$ cat config.mk
export PLATFORM = sky130hd
export DESIGN_NAME = wmf_ctrl
export DESIGN_NICKNAME = d
export VERILOG_FILES = /design/src/design/wmf_pkg.sv /design/src/design/wmf_ctrl.sv
export SDC_FILE = /design/constraint.sdc
export NUM_CORES = 1
export LEC_CHECK = 0
export ABC_AREA = 0
export BUFFER_PORTS_ARGS = -buffer_cell sky130_fd_sc_hd__buf_2
export CAP_MARGIN = 0
export CORE_AREA = 2 2 39 41
export DETAILED_ROUTE_END_ITERATION = 10
export DIE_AREA = 0 0 41 43
export GPL_TIMING_DRIVEN = 0
export PLACE_DENSITY = 0.63
export SLEW_MARGIN = 20
export SYNTH_ARGS = -nofsm -noshare
export SYNTH_HDL_FRONTEND = slang
export SYNTH_SLANG_ARGS = --single-unit
$ cat constraint.sdc
create_clock -name clk -period 1.5 [get_ports clk]
set_input_delay 0.3 -clock clk [delete_from_list [all_inputs] [get_ports clk]]
set_output_delay 0.3 -clock clk [all_outputs]
set_load 0.05 [all_outputs]
$ cat src/design/wmf_pkg.sv
// Package for the 3x3 weighted mean filter: register map, controller state
// encoding and the command/status structs. No dependencies.
package wmf_pkg;

    localparam int CFG_ADDR_W = 5;

    // register byte addresses
    localparam logic [CFG_ADDR_W-1:0] ADDR_WIDTH  = 5'd0;
    localparam logic [CFG_ADDR_W-1:0] ADDR_HEIGHT = 5'd4;
    localparam logic [CFG_ADDR_W-1:0] ADDR_KTOP   = 5'd8;
    localparam logic [CFG_ADDR_W-1:0] ADDR_KMID   = 5'd12;
    localparam logic [CFG_ADDR_W-1:0] ADDR_KBOT   = 5'd16;

    localparam logic [10:0] WIDTH_RESET  = 11'd1024;
    localparam logic [10:0] HEIGHT_RESET = 11'd1024;
    localparam logic [23:0] KTOP_RESET   = 24'h000100;
    localparam logic [23:0] KMID_RESET   = 24'h010401;
    localparam logic [23:0] KBOT_RESET   = 24'h000100;

    // weighted sum: 9 * 255 * 255 < 2^20; weight sum: 9 * 255 < 2^12
    localparam int ACC_W  = 20;
    localparam int WSUM_W = 12;
    localparam int QUO_W  = 9;

    typedef enum logic [5:0] {
        ST_IDLE   = 6'b000001,
        ST_READ   = 6'b000010,
        ST_MAC    = 6'b000100,
        ST_DIV    = 6'b001000,
        ST_EMIT   = 6'b010000,
        ST_FINISH = 6'b100000
    } wmf_state_t;

    // controller -> datapath
    typedef struct packed {
        logic accept;     // latch the new pixel, start line store read
        logic shift;      // write line stores, shift the window
        logic mac_start;  // clear the accumulators
        logic mac_step;   // add one window row
        logic div_start;  // load the divider
        logic div_step;   // one quotient bit
        logic advance;    // move to the next pixel position
    } wmf_cmd_t;

    // datapath -> controller
    typedef struct packed {
        logic has_result; // position has a full window
        logic mac_done;
        logic div_done;
    } wmf_status_t;

endpackage

$ cat src/design/wmf_ctrl.sv
// Controller of the filter: sequences read, row-wise MAC, divide and the
// emission of up to four results for each pixel. Depends on wmf_pkg.
module wmf_ctrl
    import wmf_pkg::*;
(
    input  logic        clk,
    input  logic        rst_n,
    input  logic        in_valid,
    output logic        in_ready,
    output logic        out_valid,
    input  logic        out_ready,
    input  logic        emit_last,
    input  wmf_status_t status,
    output wmf_cmd_t    cmd,
    output logic        emit_start,
    output logic        emit_next
);
    wmf_state_t state_reg, state_next;

    assign in_ready  = (state_reg == ST_IDLE);
    assign out_valid = (state_reg == ST_EMIT);

    // next state and commands
    always_comb
    begin
        state_next = state_reg;
        cmd        = '0;
        emit_start = 1'b0;
        emit_next  = 1'b0;
        case (state_reg)
            ST_IDLE:
            begin
                if (in_valid)
                begin
                    cmd.accept = 1'b1;
                    state_next = ST_READ;
                end
            end
            ST_READ:
            begin
                cmd.shift = 1'b1;
                cmd.mac_start = 1'b1;
                state_next = ST_MAC;
            end
            ST_MAC:
            begin
                cmd.mac_step = 1'b1;
                if (status.mac_done)
                begin
                    if (status.has_result)
                    begin
                        cmd.div_start = 1'b1;
                        state_next = ST_DIV;
                    end
                    else
                    begin
                        state_next = ST_FINISH;
                    end
                end
            end
            ST_DIV:
            begin
                cmd.div_step = 1'b1;
                if (status.div_done)
                begin
                    emit_start = 1'b1;
                    state_next = ST_EMIT;
                end
            end
            ST_EMIT:
            begin
                if (out_ready)
                begin
                    emit_next = 1'b1;
                    if (emit_last)
                    begin
                        state_next = ST_FINISH;
                    end
                end
            end
            ST_FINISH:
            begin
                cmd.advance = 1'b1;
                state_next = ST_IDLE;
            end
            default: state_next = ST_IDLE;
        endcase
    end

    always_ff @(posedge clk or negedge rst_n)
    begin
        if (!rst_n)
        begin
            state_reg <= ST_IDLE;
        end
        else
        begin
            state_reg <= state_next;
        end
    end
endmodule

# == Word-level counts from Yosys, hierarchy flattened ==
# Index checks and enable logic that the tools add are counted.
# totals
out_inout_bits,11
wordCells,32
in_bits,8
regBits,6
# op_classes
reduce_logical,1
eq_ne,11
n_mux,19
# ops
cell,n
6-bit 2-to-1 mux,6
6-bit case mux with 5 select lines,1
1-bit 2-to-1 mux,10
"6-bit by 1-bit == test with 1-bit output, second input constant",1
"6-bit by 2-bit == test with 1-bit output, second input constant",1
"6-bit by 3-bit == test with 1-bit output, second input constant",1
"6-bit by 4-bit == test with 1-bit output, second input constant",1
"6-bit by 5-bit == test with 1-bit output, second input constant",1
"6-bit == test, second input constant",1
"2-bit != test, second input constant",3
5-bit AND reduction,1
2-bit 2-to-1 mux,2
"2-bit by 1-bit != test with 1-bit output, second input constant",2

# == Logic depth before layout (Yosys ltp) ==
# logic_depth
depth_word,3
ltp_mapped,4
mapped_depth_nobuf,4

# == Worst setup path before layout ==
# OpenSTA, ideal clock, no wires.
# synth_path
path_type,reg-to-output
start,register state_reg[5]
end,output cmd[5] (netlist bit)
arrival_ns,2.010
t_required_ns,1.200
stages_incl_launch_ff,4
n_path_buf,1
path_slack_ns,-0.810
path_cell_list,dfrtp_1 > or4_4 > nor2_1 > buf_4
# synth_rtl
element,line_no,rtl
"start, declared",wmf_ctrl.sv:18,"wmf_state_t state_reg, state_next;"
"start signal, assigned",wmf_ctrl.sv:98,state_reg <= state_next;
"end, declared",wmf_ctrl.sv:14,"output wmf_cmd_t cmd,"

==> reports/results.ini <==
[run_status]
status = finished, violations left
violations = negative setup slack

[timing]
drv_slew = 0
period_minus_slack_ns = 1.96
final.setup.tns_ns = -3.88
layout_setup_ws_ns = -0.459
max-slew-margin-rel_pct = 76.0
rsz0062_at_grt = true
worst_clock_skew_ns = 0.00748
setup_viol = 13
hold_viol = 0
worst_pin_slew_ns = 0.357
clock.fmax_mhz = 510
fin_crit_sh_pct = 131

[worst_setup_path]
worst_r2r_startpoint = state_reg[4]
reg2reg_depth = 4
cp-end-kind = primary output
critical_path.max_fanout = 5
crit_start = state_reg[4]
timing.rr.end = state_reg[5]
crit_end = cmd[6]
r2r_setup_slack_ns = -0.07
worstSetupPathType = register to primary output
crit_arrival_ns = 1.66
required_ns = 1.20
start_kind = register

[detailed_routing]
drt_wl_total_mm = 1.09
remaining_drc_errors = 0
avgRoutedWirePerCell_um = 12.2
drt-pass1-iter-count = 3
vias = 431
drt_iter0_markers = 7
viasPerCell = 4.84
ant_nets = 0

[global_routing]
grt_first_pass_wirelength_mm = 1.75
grt_max_degree = 7
grt_pass1_vias = 417
grt.total_usage_pct = 15.3
grt-ovfl-total = 0
antenna_found_initial = 0

[floorplanning]
die_w_um = 41
core-area_um2 = 1380
die_area_um2 = 1760
io_pins = 19
rows = 14
initial_utilization_pct = 28.1
fp.dieH_um = 43

[synth]
ys_seq_area_share_pct = 38.9
synth_nets = 51
synthAdderAreaFrac_pct = 0
synth_cell_types = 26
synth_mux_area_share_pct = 0
synth_top_family_by_area = simple AND/OR/NAND/NOR gates
synth.avg_cell_area_um2 = 9.05
ys_seq_elements = 6
syn_inst = 43
synth_compound_area_share_pct = 15.8
synth-simple-area-share_pct = 40.5
syn-cell-area_um2 = 389
synthDominantCellAreaShare_pct = 32.2
yosys-top-cells-area = dfrtp_1 32%, dfstp_2 6.8%, and2_1 4.8%
ys.warnings.count = 0
synth-xor-area-share_pct = 0
yosysTopAreaCell = dfrtp_1

[final_layout]
fin_util_pct = 53.3
final_cells = 89
syn_to_final_growth_pct = 89.7
antenna_cells = 0
num-nets-final = 82
largest_register_ffs = 6
layout-drive-gt1-share_pct = 64.4

[job]
maxCapViolCount = 0

[cts]
root_buffer = clkbuf_4
cts_tree = done
clk_pin_slew_worst_paths_ns = 0.05
clock-sinks = 6
htreeDepth = 1
clockBufferDepth = 2
numCtsBuffers = 3
clk_latency_ns = 0.25

[min_path]
hold_class = input port to register

[pwr]
finalPower_mw = 1.26
power_leakage_nw = 0.352
vdd_ir_drop_max_mv = 1.04
power_density_nw_per_um2 = 1710

[placement]
post-dp-hpwl_um = 746
place_congestion = 0.718
portBuffers = 18
dpl.cell_count = 77

## how the worst min path moves through the flow
stage              start           end  slack [ns]  cells past startpoint
4_1_cts        status[0]  state_reg[3]        0.27                      2
3_3_place_gp       rst_n  state_reg[1]        0.12                      1
5_1_grt        status[0]  state_reg[3]        0.28                      2
2_1_floorplan      rst_n  state_reg[1]       0.004                      0
6_report       status[0]  state_reg[3]        0.27                      2
3_5_place_dp       rst_n  state_reg[1]        0.13                      1
## where the power goes
group	internal [mW]	switching, mW
Clock	0.101	0.0644
Sequential	0.210	0.0511
Combinational	0.387	0.449
## through the flow
| stage | worst slack (ns) | area [µm²] | hold WS [ns] |
|---|---|---|---|
| final | -0.459 | 738 | 0.268 |
| after global routing | -0.493 | 738 | 0.276 |
| after CTS | -0.442 | 728 | 0.266 |
| after detailed placement | -0.321 | 532 | 0.129 |
| after global placement | -0.308 | 532 | 0.124 |
| after floorplan | -0.390 | 422 | 0.00441 |
## cell type report
type | instances | area (µm²)
fill | 125 | 646
multi-input combinational | 33 | 273
timing repair buffer | 26 | 244
sequential | 6 | 153
clock buffer | 4 | 26.3
tap | 16 | 20.0
inverter | 3 | 15.0
buffer | 1 | 7.51
## Yosys cell counts
| master | number |
|---|---|
| dfrtp_1 | 5 |
| nand2_1 | 4 |
| and2_1 | 3 |
| inv_1 | 3 |
| nor2_1 | 3 |
| and3_1 | 2 |
| nand2b_1 | 2 |
| nor2b_1 | 2 |
| o22ai_1 | 2 |
| a211o_1 | 1 |
| a21bo_2 | 1 |
| a21o_1 | 1 |
| a221oi_1 | 1 |
| and3_2 | 1 |
| buf_4 | 1 |
| dfstp_2 | 1 |
| nand3b_1 | 1 |
| nand4_1 | 1 |
| nor2_2 | 1 |
| nor3_1 | 1 |
| nor3_2 | 1 |
| nor4_2 | 1 |
| nor4b_1 | 1 |
| o21ai_0 | 1 |
| o311ai_0 | 1 |
| or4_4 | 1 |
## cell families (layout without fill, tap and decap cells)
family	after synthesis	count (layout)
buffers and inverters	4	34
flip-flops	6	6
AO/OA/AOI/OAI	8	8
AND/OR/NAND/NOR	25	25
## metal layers
metal / routed length [µm] / track usage [%]
met1: 493 / 18.5
met2: 546 / 23.1
met3: 47 / 3.14
met4: 0 / 10.0
met5: 0 / 0
## cell usage in the layout (no fill, tap or decap), types with 2 or more instances in the layout
master | synthesis | final
nor2b_1 | 2 | 2
and3_2 | 1 | 2
clkbuf_4 | 0 | 3
nor2_4 | 0 | 3
nand2b_1 | 2 | 2
nand2_1 | 4 | 3
buf_8 | 0 | 6
buf_4 | 1 | 8
dfrtp_1 | 5 | 4
o22ai_1 | 2 | 2
buf_6 | 0 | 5
buf_2 | 0 | 7
## critical path, stage by stage (launching register included)
cell     delay (ns)
dfrtp_2        0.43
or4_4          0.57
nor2_4         0.11
and2_4         0.15
buf_8          0.14
## timing repair
action / 4_1_cts / 5_1_grt
pin swaps: 4 / 2
gates resized for setup: 31 / 3
setup endpoints to repair: 11 / 13
setup buffers: 7 / 0
hold buffers: 1 / 0
endpoints found under the hold margin: 5 / 0
No activity file was read; power rests on OpenSTA's default activity.
