===== src/design/wmf_pkg.sv =====
// Package for the 3x3 weighted mean filter: register map, controller state
// encoding and the command/status structs. No dependencies.
package wmf_pkg;

    localparam int CFG_ADDR_W = 5;

    // register byte addresses
    localparam logic [CFG_ADDR_W-1:0] ADDR_WIDTH  = 5'd0;
    localparam logic [CFG_ADDR_W-1:0] ADDR_HEIGHT = 5'd4;
    localparam logic [CFG_ADDR_W-1:0] ADDR_KTOP   = 5'd8;
    localparam logic [CFG_ADDR_W-1:0] ADDR_KMID   = 5'd12;
    localparam logic [CFG_ADDR_W-1:0] ADDR_KBOT   = 5'd16;

    localparam logic [10:0] WIDTH_RESET  = 11'd1024;
    localparam logic [10:0] HEIGHT_RESET = 11'd1024;
    localparam logic [23:0] KTOP_RESET   = 24'h000100;
    localparam logic [23:0] KMID_RESET   = 24'h010401;
    localparam logic [23:0] KBOT_RESET   = 24'h000100;

    // weighted sum: 9 * 255 * 255 < 2^20; weight sum: 9 * 255 < 2^12
    localparam int ACC_W  = 20;
    localparam int WSUM_W = 12;
    localparam int QUO_W  = 9;

    typedef enum logic [5:0] {
        ST_IDLE   = 6'b000001,
        ST_READ   = 6'b000010,
        ST_MAC    = 6'b000100,
        ST_DIV    = 6'b001000,
        ST_EMIT   = 6'b010000,
        ST_FINISH = 6'b100000
    } wmf_state_t;

    // controller -> datapath
    typedef struct packed {
        logic accept;     // latch the new pixel, start line store read
        logic shift;      // write line stores, shift the window
        logic mac_start;  // clear the accumulators
        logic mac_step;   // add one window row
        logic div_start;  // load the divider
        logic div_step;   // one quotient bit
        logic advance;    // move to the next pixel position
    } wmf_cmd_t;

    // datapath -> controller
    typedef struct packed {
        logic has_result; // position has a full window
        logic mac_done;
        logic div_done;
    } wmf_status_t;

endpackage


===== src/design/wmf_regs.sv =====
// APB register file of the filter: sizes and kernel weights.
// Depends on wmf_pkg.
module wmf_regs
    import wmf_pkg::*;
(
    input  logic                  clk,
    input  logic                  rst_n,
    input  logic                  psel,
    input  logic                  penable,
    input  logic                  pwrite,
    input  logic [CFG_ADDR_W-1:0] paddr,
    input  logic [31:0]           pwdata,
    output logic [31:0]           prdata,
    output logic [10:0]           width_reg,
    output logic [10:0]           height_reg,
    output logic [23:0]           ktop_reg,
    output logic [23:0]           kmid_reg,
    output logic [23:0]           kbot_reg
);
    logic wr;
    assign wr = psel && penable && pwrite;

    // register writes
    always_ff @(posedge clk or negedge rst_n)
    begin
        if (!rst_n)
        begin
            width_reg  <= WIDTH_RESET;
            height_reg <= HEIGHT_RESET;
            ktop_reg   <= KTOP_RESET;
            kmid_reg   <= KMID_RESET;
            kbot_reg   <= KBOT_RESET;
        end
        else if (wr)
        begin
            case (paddr)
                ADDR_WIDTH:  width_reg  <= pwdata[10:0];
                ADDR_HEIGHT: height_reg <= pwdata[10:0];
                ADDR_KTOP:   ktop_reg   <= pwdata[23:0];
                ADDR_KMID:   kmid_reg   <= pwdata[23:0];
                ADDR_KBOT:   kbot_reg   <= pwdata[23:0];
                default: ;
            endcase
        end
    end

    // read mux
    always_comb
    begin
        case (paddr)
            ADDR_WIDTH:  prdata = {21'd0, width_reg};
            ADDR_HEIGHT: prdata = {21'd0, height_reg};
            ADDR_KTOP:   prdata = {8'd0, ktop_reg};
            ADDR_KMID:   prdata = {8'd0, kmid_reg};
            ADDR_KBOT:   prdata = {8'd0, kbot_reg};
            default:     prdata = 32'd0;
        endcase
    end
endmodule


===== config.mk =====
export PLATFORM = sky130hd
export DESIGN_NAME = wmf_regs
export DESIGN_NICKNAME = d
export VERILOG_FILES = /design/src/design/wmf_pkg.sv /design/src/design/wmf_regs.sv
export SDC_FILE = /design/constraint.sdc
export NUM_CORES = 1
export LEC_CHECK = 0
export ABC_AREA = 1
export BUFFER_PORTS_ARGS = -buffer_cell sky130_fd_sc_hd__buf_2
export CORE_ASPECT_RATIO = 0.9
export CORE_UTILIZATION = 30
export CTS_BUF_LIST = sky130_fd_sc_hd__clkbuf_4 sky130_fd_sc_hd__clkbuf_8 sky130_fd_sc_hd__clkbuf_16
export DETAILED_ROUTE_END_ITERATION = 8
export GPL_ROUTABILITY_DRIVEN = 0
export PLACE_DENSITY = 0.54
export SLEW_MARGIN = 20
export SYNTH_ARGS = -nofsm -noshare
export SYNTH_HDL_FRONTEND = slang
export SYNTH_SLANG_ARGS = --single-unit

===== constraint.sdc =====
create_clock -name clk -period 2.9 [get_ports clk]
set_input_delay 0.29 -clock clk [delete_from_list [all_inputs] [get_ports clk]]
set_output_delay 0.29 -clock clk [all_outputs]
set_load 0.005 [all_outputs]

After elaboration in Yosys (flattened, before gate mapping)
Index checks and enable logic that the tools add are counted.

Reductions and logical operators: 8. Multiplexer cells: 1. Equality and inequality tests: 4.

Operators by type and width (number): 24-bit one-hot mux with 5 select lines (1); 5-bit by 4-bit == test with 1-bit output, second input constant (2); 2-bit AND reduction (5); 5-bit by 3-bit == test with 1-bit output, second input constant (1); 5-bit == test, second input constant (1); 5-bit zero test (1); 1-bit logical AND (2).

Bits in registers: 94. Logic and storage cells: 18. Input port bits: 42.

Depth between registers and ports, before layout
Gate-level depths: netlist of run 1.

Word-level depth: 3. Mapped depth: 9. Depth with buffers taken out: 7.

Worst setup path after synthesis of run 1
No wires, ideal clock.

Path type: input -> output. Start point: input port paddr[2]. End point: output port prdata[5]. Arrival: 1.187 ns. Slack: 1.423 ns. Path buffers: 2. Cell stages on the path: 9. Path through: buf_4 nor2_2 nand3_2 inv_2 buf_2 nand2_1 nand2_1 inv_1 nand2_1.

Cells in the longest elaborated chain, start to end: 2.

RTL lines: start, declared (RTL line wmf_regs.sv:11) `input logic [CFG_ADDR_W-1:0] paddr,`; 5-bit == test, or another cell as far along (RTL line wmf_regs.sv:50) `case (paddr)`; 24-bit one-hot mux with 5 select lines * (RTL line wmf_regs.sv:50); end, declared (RTL line wmf_regs.sv:13) `output logic [31:0] prdata,`.

Mark *: on every way between the ends. The rest lies on a longest branch, timed or not.

Worst setup path in the final report of run 1
Start point: input port paddr[2]. End point: output port prdata[22].

Same word-level chain as after synthesis.

==> results of run 1 <==
## how the worst max path moves through the flow
| stage | from | to | depth (start not counted) |
|---|---|---|---|
| after floorplan | paddr[2] | prdata[5] | 9 |
| after global placement | paddr[2] | kbot_reg[6] | 7 |
| after detailed placement | paddr[2] | height_reg[4] | 9 |
| after CTS | paddr[2] | prdata[22] | 8 |
| after global routing | paddr[2] | prdata[16] | 8 |
| final | paddr[2] | prdata[22] | 8 |
## worst max-delay path: cells and delay by family
family                 cells  cell delay, ns
buffers and inverters      4            1.02
AND/OR/NAND/NOR            3            0.47
AO/OA/AOI/OAI              1            0.08
## through the flow
step	utilization, %	instances	setup WS (ns)
2_1_floorplan	-	601	1.42
3_3_place_gp	37.1	915	0.642
3_5_place_dp	37.1	915	0.595
4_1_cts	39.1	931	0.715
5_1_grt	39.1	931	0.554
6_report	39.1	931	0.735
## metal layers
layer | vias up | wire (um)
li1 | 2186 | -
met1 | 2135 | 7000
met2 | 172 | 7050
met3 | 25 | 1010
met4 | 2 | 254
met5 | - | 8
## power by group through the flow
stage	combinational (uW)	sequential, uW	clock (uW)
after detailed placement	427	1550	0
after global routing	478	1540	1280
final	422	1530	1200
after CTS	428	1530	1220
after floorplan	175	1540	0
after global placement	420	1540	0
## cells in the final DEF (no fill, tap or decap)
master      count
nor2_2          1
nor2_1         24
conb_1          8
dfstp_2         7
buf_2         150
dfrtp_1        87
nand3_1        14
nor2_4          3
buf_6           1
o211ai_1       13
inv_2           6
nand3_4         1
nand2_1       211
nand3_2         4
bufinv_16       1
o21ai_1        72
clkbuf_16       9
nor2_8          1
nand2_2         1
clkinvlp_4      4
buf_4          12
inv_1          46
o21ai_0         9
nand4_1        46
clkbuf_4        2
## area by class of cell
cell class | instances | share of cell area [%]
Sequential cell | 94 | 40.3
Timing Repair Buffer | 163 | 14.6
Clock inverter | 5 | 1.03
Tap cell | 198 | 4.23
Inverter | 52 | 3.33
Clock buffer | 11 | 4.10
Multi-Input combinational cell | 408 | 32.4
## logic make-up after synthesis
kind of cell / Yosys count / synth area share [%]
other cells: 1 / 0.0801
simple gates: 306 / 29.1
buf+inv: 99 / 9.60
flops: 94 / 50.4
compound gates: 94 / 10.7
==> results.md, run 1 <==
* Slowest cell on the critical path: inv_2
* Clock latency on the worst-skew pair at 0.34 ns
* Worst r2r src: width_reg[10]
* Register bit total from synthesis at 94
* RSZ-0062 raised after global routing: false
* Cell area after technology mapping at 4680 um2
* Total power at around 3100 uW
* Reg2Reg Setup Slack at about 2.1 ns
* Final wirelength at about 15,000 um
* Fmax at 462 MHz
* Most used cell, CP: buf_2
* Clk network pwr share at between 30% and 40%
* H-tree lvl count at 3
* Slew margin rel. at between 40 and 50%
* Critical path arrival at ~1.9 ns
* Crit path max fanout at 18
* EDFF count, synth at 0
* M2 GR Usage at 32.0%
* NetSw at 863 uW
* CTS tree: built
* Vias in the first global route at 4,346
* Met1 Resource Use GR at between 20% and 30%
* Setup TNS at 0 ns
* DRT iter0 DRCs at 352
* Cells after Synth at between 500 and 600
* Post-route ant nets at 0
* Core box area at around 15,000 um2
* FFs w/ async S/R, synth at between 90% and 100%
* Peak VDD IR at between 0.0002 and 0.0003 V
* Leak pwr at approximately 0.0033 uW
* Clock Skew at 0 ns
* Main synth FF type: dfrtp_1
* Area Growth Syn to Fin at 25.0%
* Core Rows at 42
* Clock-pin slew on the worst setup and hold paths at around 0.06 ns
* Antenna diodes at 0
* Global route hottest layer: met2
* Grt total ovfl at 0
* Setup violators final at 0
* MaxCap Viol Count at 0
* Critical Path RT at 2.61 ns
* Num CTS Buffers at 9
* YS warnings at 0
* Final Instance Area at slightly below 6000 um2
* Die width at 134 um
* DP HPWL at between 10,000 and 15,000 um
* Sequential group share of total power at 48.5%
* Pint at about 2300 uW
* Netlist cell types at 22
* Tcrit/Tclk final at between 70% and 80%
* Root Buffer: clkbuf_16
* Multi-input logic area at between 1500 and 2000 um2
* DR WL/cell at 16.5 um
* Power Density at between 500 and 600 nW/um2
* Yosys top cell area share at a little under half
* # nets final at 770
* HP Class: in -> async
* Minimum clock period at around 2.2 ns
* Largest net degree at the start of global routing at between 70 and 80
* Top cells by count, synth: nand2_1 (211), dfrtp_1 (87), o21ai_1 (72)
* Worst Tran Pin Value at between 0.8 and 0.9 ns
* Register area at between 2000 and 2500 um2
* CTS resizes at 0
* Die Y at around 120 um
* Number of post-CTS setup repair buffers at 0
* Port Buffers at 151
* I/O pins at 168
* CP Cell Sequence: buf_2 > nor2_2 > nand3_2 > inv_2 > buf_4 > nand2_1 > o211ai_1 > buf_2
* Num Clock Sinks at 94
* Full die area at 16,100 um2
* Area contributors post-synth: dfrtp_1 (47%), nand2_1 (17%), o21ai_1 (7.7%)
* Status: complete, but fails checks
* Failing checks: hold timing
* Worst R2R Path Depth at 2
* WS Path Type: in -> out
* Switch share at between 20% and 30%
* Avg Inst Size Synth at between 7 and 8 um2
* Via density at 4.85
* Largest area contributor in the netlist: dfrtp_1
* Logic gate share of total power at approximately 13%
* First-pass GRT wire length at 24,700 um
* Min Hold Slack at -0.0106 ns
* Post-synthesis sequential area ratio at just over 50%
* Initial antenna violation count at 1
* Most numerous cell in the Yosys netlist: nand2_1
* Final hold vios at 8
* Clock Tree Buf Depth at 2
* Met3 Use GR at between 4 and 5%
* Setup crit start kind: input port
* Total number of vias at around 4,500
* Slowest stage delay, CP at just under 0.4 ns
* Share of cells above drive strength 1 at approximately 28%
* FILL cells at roughly 1,600
* RR Endpoint: width_reg[10]
* Initial Util at a little under a third
* Cell Area, Placed at around 5500 um2
* Final Max Tran Viols at 0
* Setup crit end kind: output port
* Drt first pass iters at 5
* DRC violations left at 0
* Number of hold buffers added after cts at 0
* All-Layer GR Usage at about a fifth
Power figures use the tool's default switching activity.
==> inputs of run 2 (changes only) <==
==> constraint.sdc (replaced) <==
create_clock -name clk -period 2.2 [get_ports clk]
set_input_delay 0.22 -clock clk [delete_from_list [all_inputs] [get_ports clk]]
set_output_delay 0.22 -clock clk [all_outputs]
set_load 0.005 [all_outputs]
==> run 2 against run 1 <==
  * The flow now finishes without violations
  * Routed wire length increased by 1.0%
  * Flip-flop and latch count unchanged
  * Via count rose by 1.7%
  * Clock power rose by 45%
  * Combinational power increased by 34%
  * Setup slack lost 0.39 ns
  * Total power is 37% higher
  * Die area unchanged
  * Global-route usage fell by 0.26 points
  * Sequential power increased by 31%
  * Register-to-register slack got worse by 0.69 ns
  * Largest power group unchanged
==> results.md, run 2 (synthesized netlist as in run 1, its figures left out) <==
* Core box area at between 10,000 and 15,000 um2
* DR WL/cell at between 15 and 20 um
* Most used cell, CP: buf_2
* Register area at between 2000 and 2500 um2
* Setup violators final at 0
* Switch share at between 20 and 30%
* MaxCap Viol Count at 0
* Number of hold buffers added after cts at 1
* Commonest cells after routing, fill and taps aside: nand2_1 (211), buf_2 (150), dfrtp_1 (87)
* HP Class: in -> reg
* Crit path max fanout at 15
* Tcrit/Tclk final at a little over four fifths
* Final Instance Area at between 5000 and 6000 um2
* Via density at approximately 4.9
* Clock Tree Buf Depth at 2
* H-tree lvl count at 3
* Slowest cell on the critical path: nor2_4
* WS Path Type: in -> out
* Status: completed
* Crit path buffers/inverters at 4
* DRC violations left at 0
* Clk network pwr share at 40.3%
* Die Y at 121 um
* # nets final at just under 800
* Setup crit start kind: input port
* Vias in the first global route at ~4,400
* Multi-input logic area at ~1900 um2
* Initial Util at between 30 and 40%
* FILL cells at roughly 1,600
* Largest net degree at the start of global routing at 52
* Critical path arrival at about 1.6 ns
* Pint at ~3100 uW
* Final Max Tran Viols at 0
* CP Cell Sequence: buf_2 > nor2_4 > nand3_2 > inv_2 > buf_4 > nand2_1 > o211ai_1 > buf_2
* Grt total ovfl at 0
* Sequential group share of total power at between 40% and 50%
* Minimum clock period at 1.86 ns
* Total number of vias at 4,598
* Clock latency on the worst-skew pair at roughly 0.35 ns
* CP top delay family: buffers and inverters
* DRT iter0 DRCs at between 200 and 300
* Critical Path RT at between 1.5 and 2 ns
* DP HPWL at roughly 11,000 um
* Cell Area, Placed at ~5600 um2
* Leak pwr at about 0.0033 uW
* Fmax at between 500 and 600 MHz
* Clock-pin slew on the worst setup and hold paths at 0.07 ns
* Slowest stage delay, CP at ~0.36 ns
* Total power at 4320 uW
* Clock Skew at 0 ns
* Core Rows at 42
* Post-route ant nets at 0
* Number of post-CTS setup repair buffers at 0
* All-Layer GR Usage at 19.8%
* Port Buffers at ~150
* CTS tree: built
* Slew margin rel. at between 40 and 50%
* Logic gate share of total power at 13.1%
* Final wirelength at 15,500 um
* First-pass GRT wire length at about 24,000 um
* RSZ-0062 raised after global routing: false
* Full die area at ~16,000 um2
* Initial antenna violation count at 1
* NetSw at roughly 1200 uW
* Share of cells above drive strength 1 at 28.2%
* CTS resizes at 0
* Final Core Density at between 30% and 40%
* Num Clock Sinks at between 90 and 100
* Die width at around 130 um
* Drt first pass iters at 4
* Root Buffer: clkbuf_16
* Peak VDD IR at roughly 0.00039 V
* Setup TNS at 0 ns
* Num CTS Buffers at 9
* Final hold vios at 0
* Setup crit end kind: output port
* Most common cell after layout, fill and taps aside: nand2_1
* Area Growth Syn to Fin at 27.1%
* Power Density at slightly above 700 nW/um2
* I/O pins at about 170
* Worst Tran Pin Value at ~0.80 ns
## run 2: layer usage
metal  vias up  share of wire (%)  track usage [%]
met1      2184                 45             26.2
li1       2202                  -                -
met3        27                7.5             4.95
met2       183                 45             31.5
met4         2                2.3             6.82
met5         -              0.052                0
## run 2: metrics by stage
step	hold WS [ns]	setup WS, ns	instances
after global routing	0.0974	0.244	938
after detailed placement	0.150	0.196	921
after global placement	0.140	0.207	921
after floorplan	-0.0756	0.863	601
after CTS	0.0879	0.341	938
final	0.101	0.342	939
## run 2: layout make-up
class / instances / area share (%)
Clock inverter: 7 / 1.75
Inverter: 52 / 3.28
Clock buffer: 9 / 3.79
Multi-Input combinational cell: 408 / 31.9
Tap cell: 198 / 4.16
Sequential cell: 94 / 39.7
Timing Repair Buffer: 170 / 15.4
Antenna cell: 1 / 0.0421
## run 2: worst paths after layout
check / from / endpoint / slack, ns / depth (start not counted)
min in group asynchronous: rst_n / height_reg[8] / 0.33 / 2
max: paddr[1] / prdata[17] / 0.34 / 8
max reg2reg: kbot_reg[8] / kbot_reg[8] / 1.43 / 2
min: pwdata[16] / kmid_reg[16] / 0.10 / 3
min reg2reg: kbot_reg[8] / kbot_reg[8] / 0.48 / 2
max in group asynchronous: rst_n / kmid_reg[16] / 1.20 / 3
## run 2: worst min-delay path, delay by kind of cell
kind | cells | cell delay [ns]
buffers and inverters | 1 | 0.12
AND/OR/NAND/NOR | 2 | 0.11
## run 2: power groups by stage
stage,Clock (uW),Combinational (uW),Sequential (uW)
2_1_floorplan,0,231,2030
3_3_place_gp,0,558,2040
3_5_place_dp,0,569,2040
4_1_cts,1780,572,2010
5_1_grt,1850,637,2030
6_report,1740,567,2010
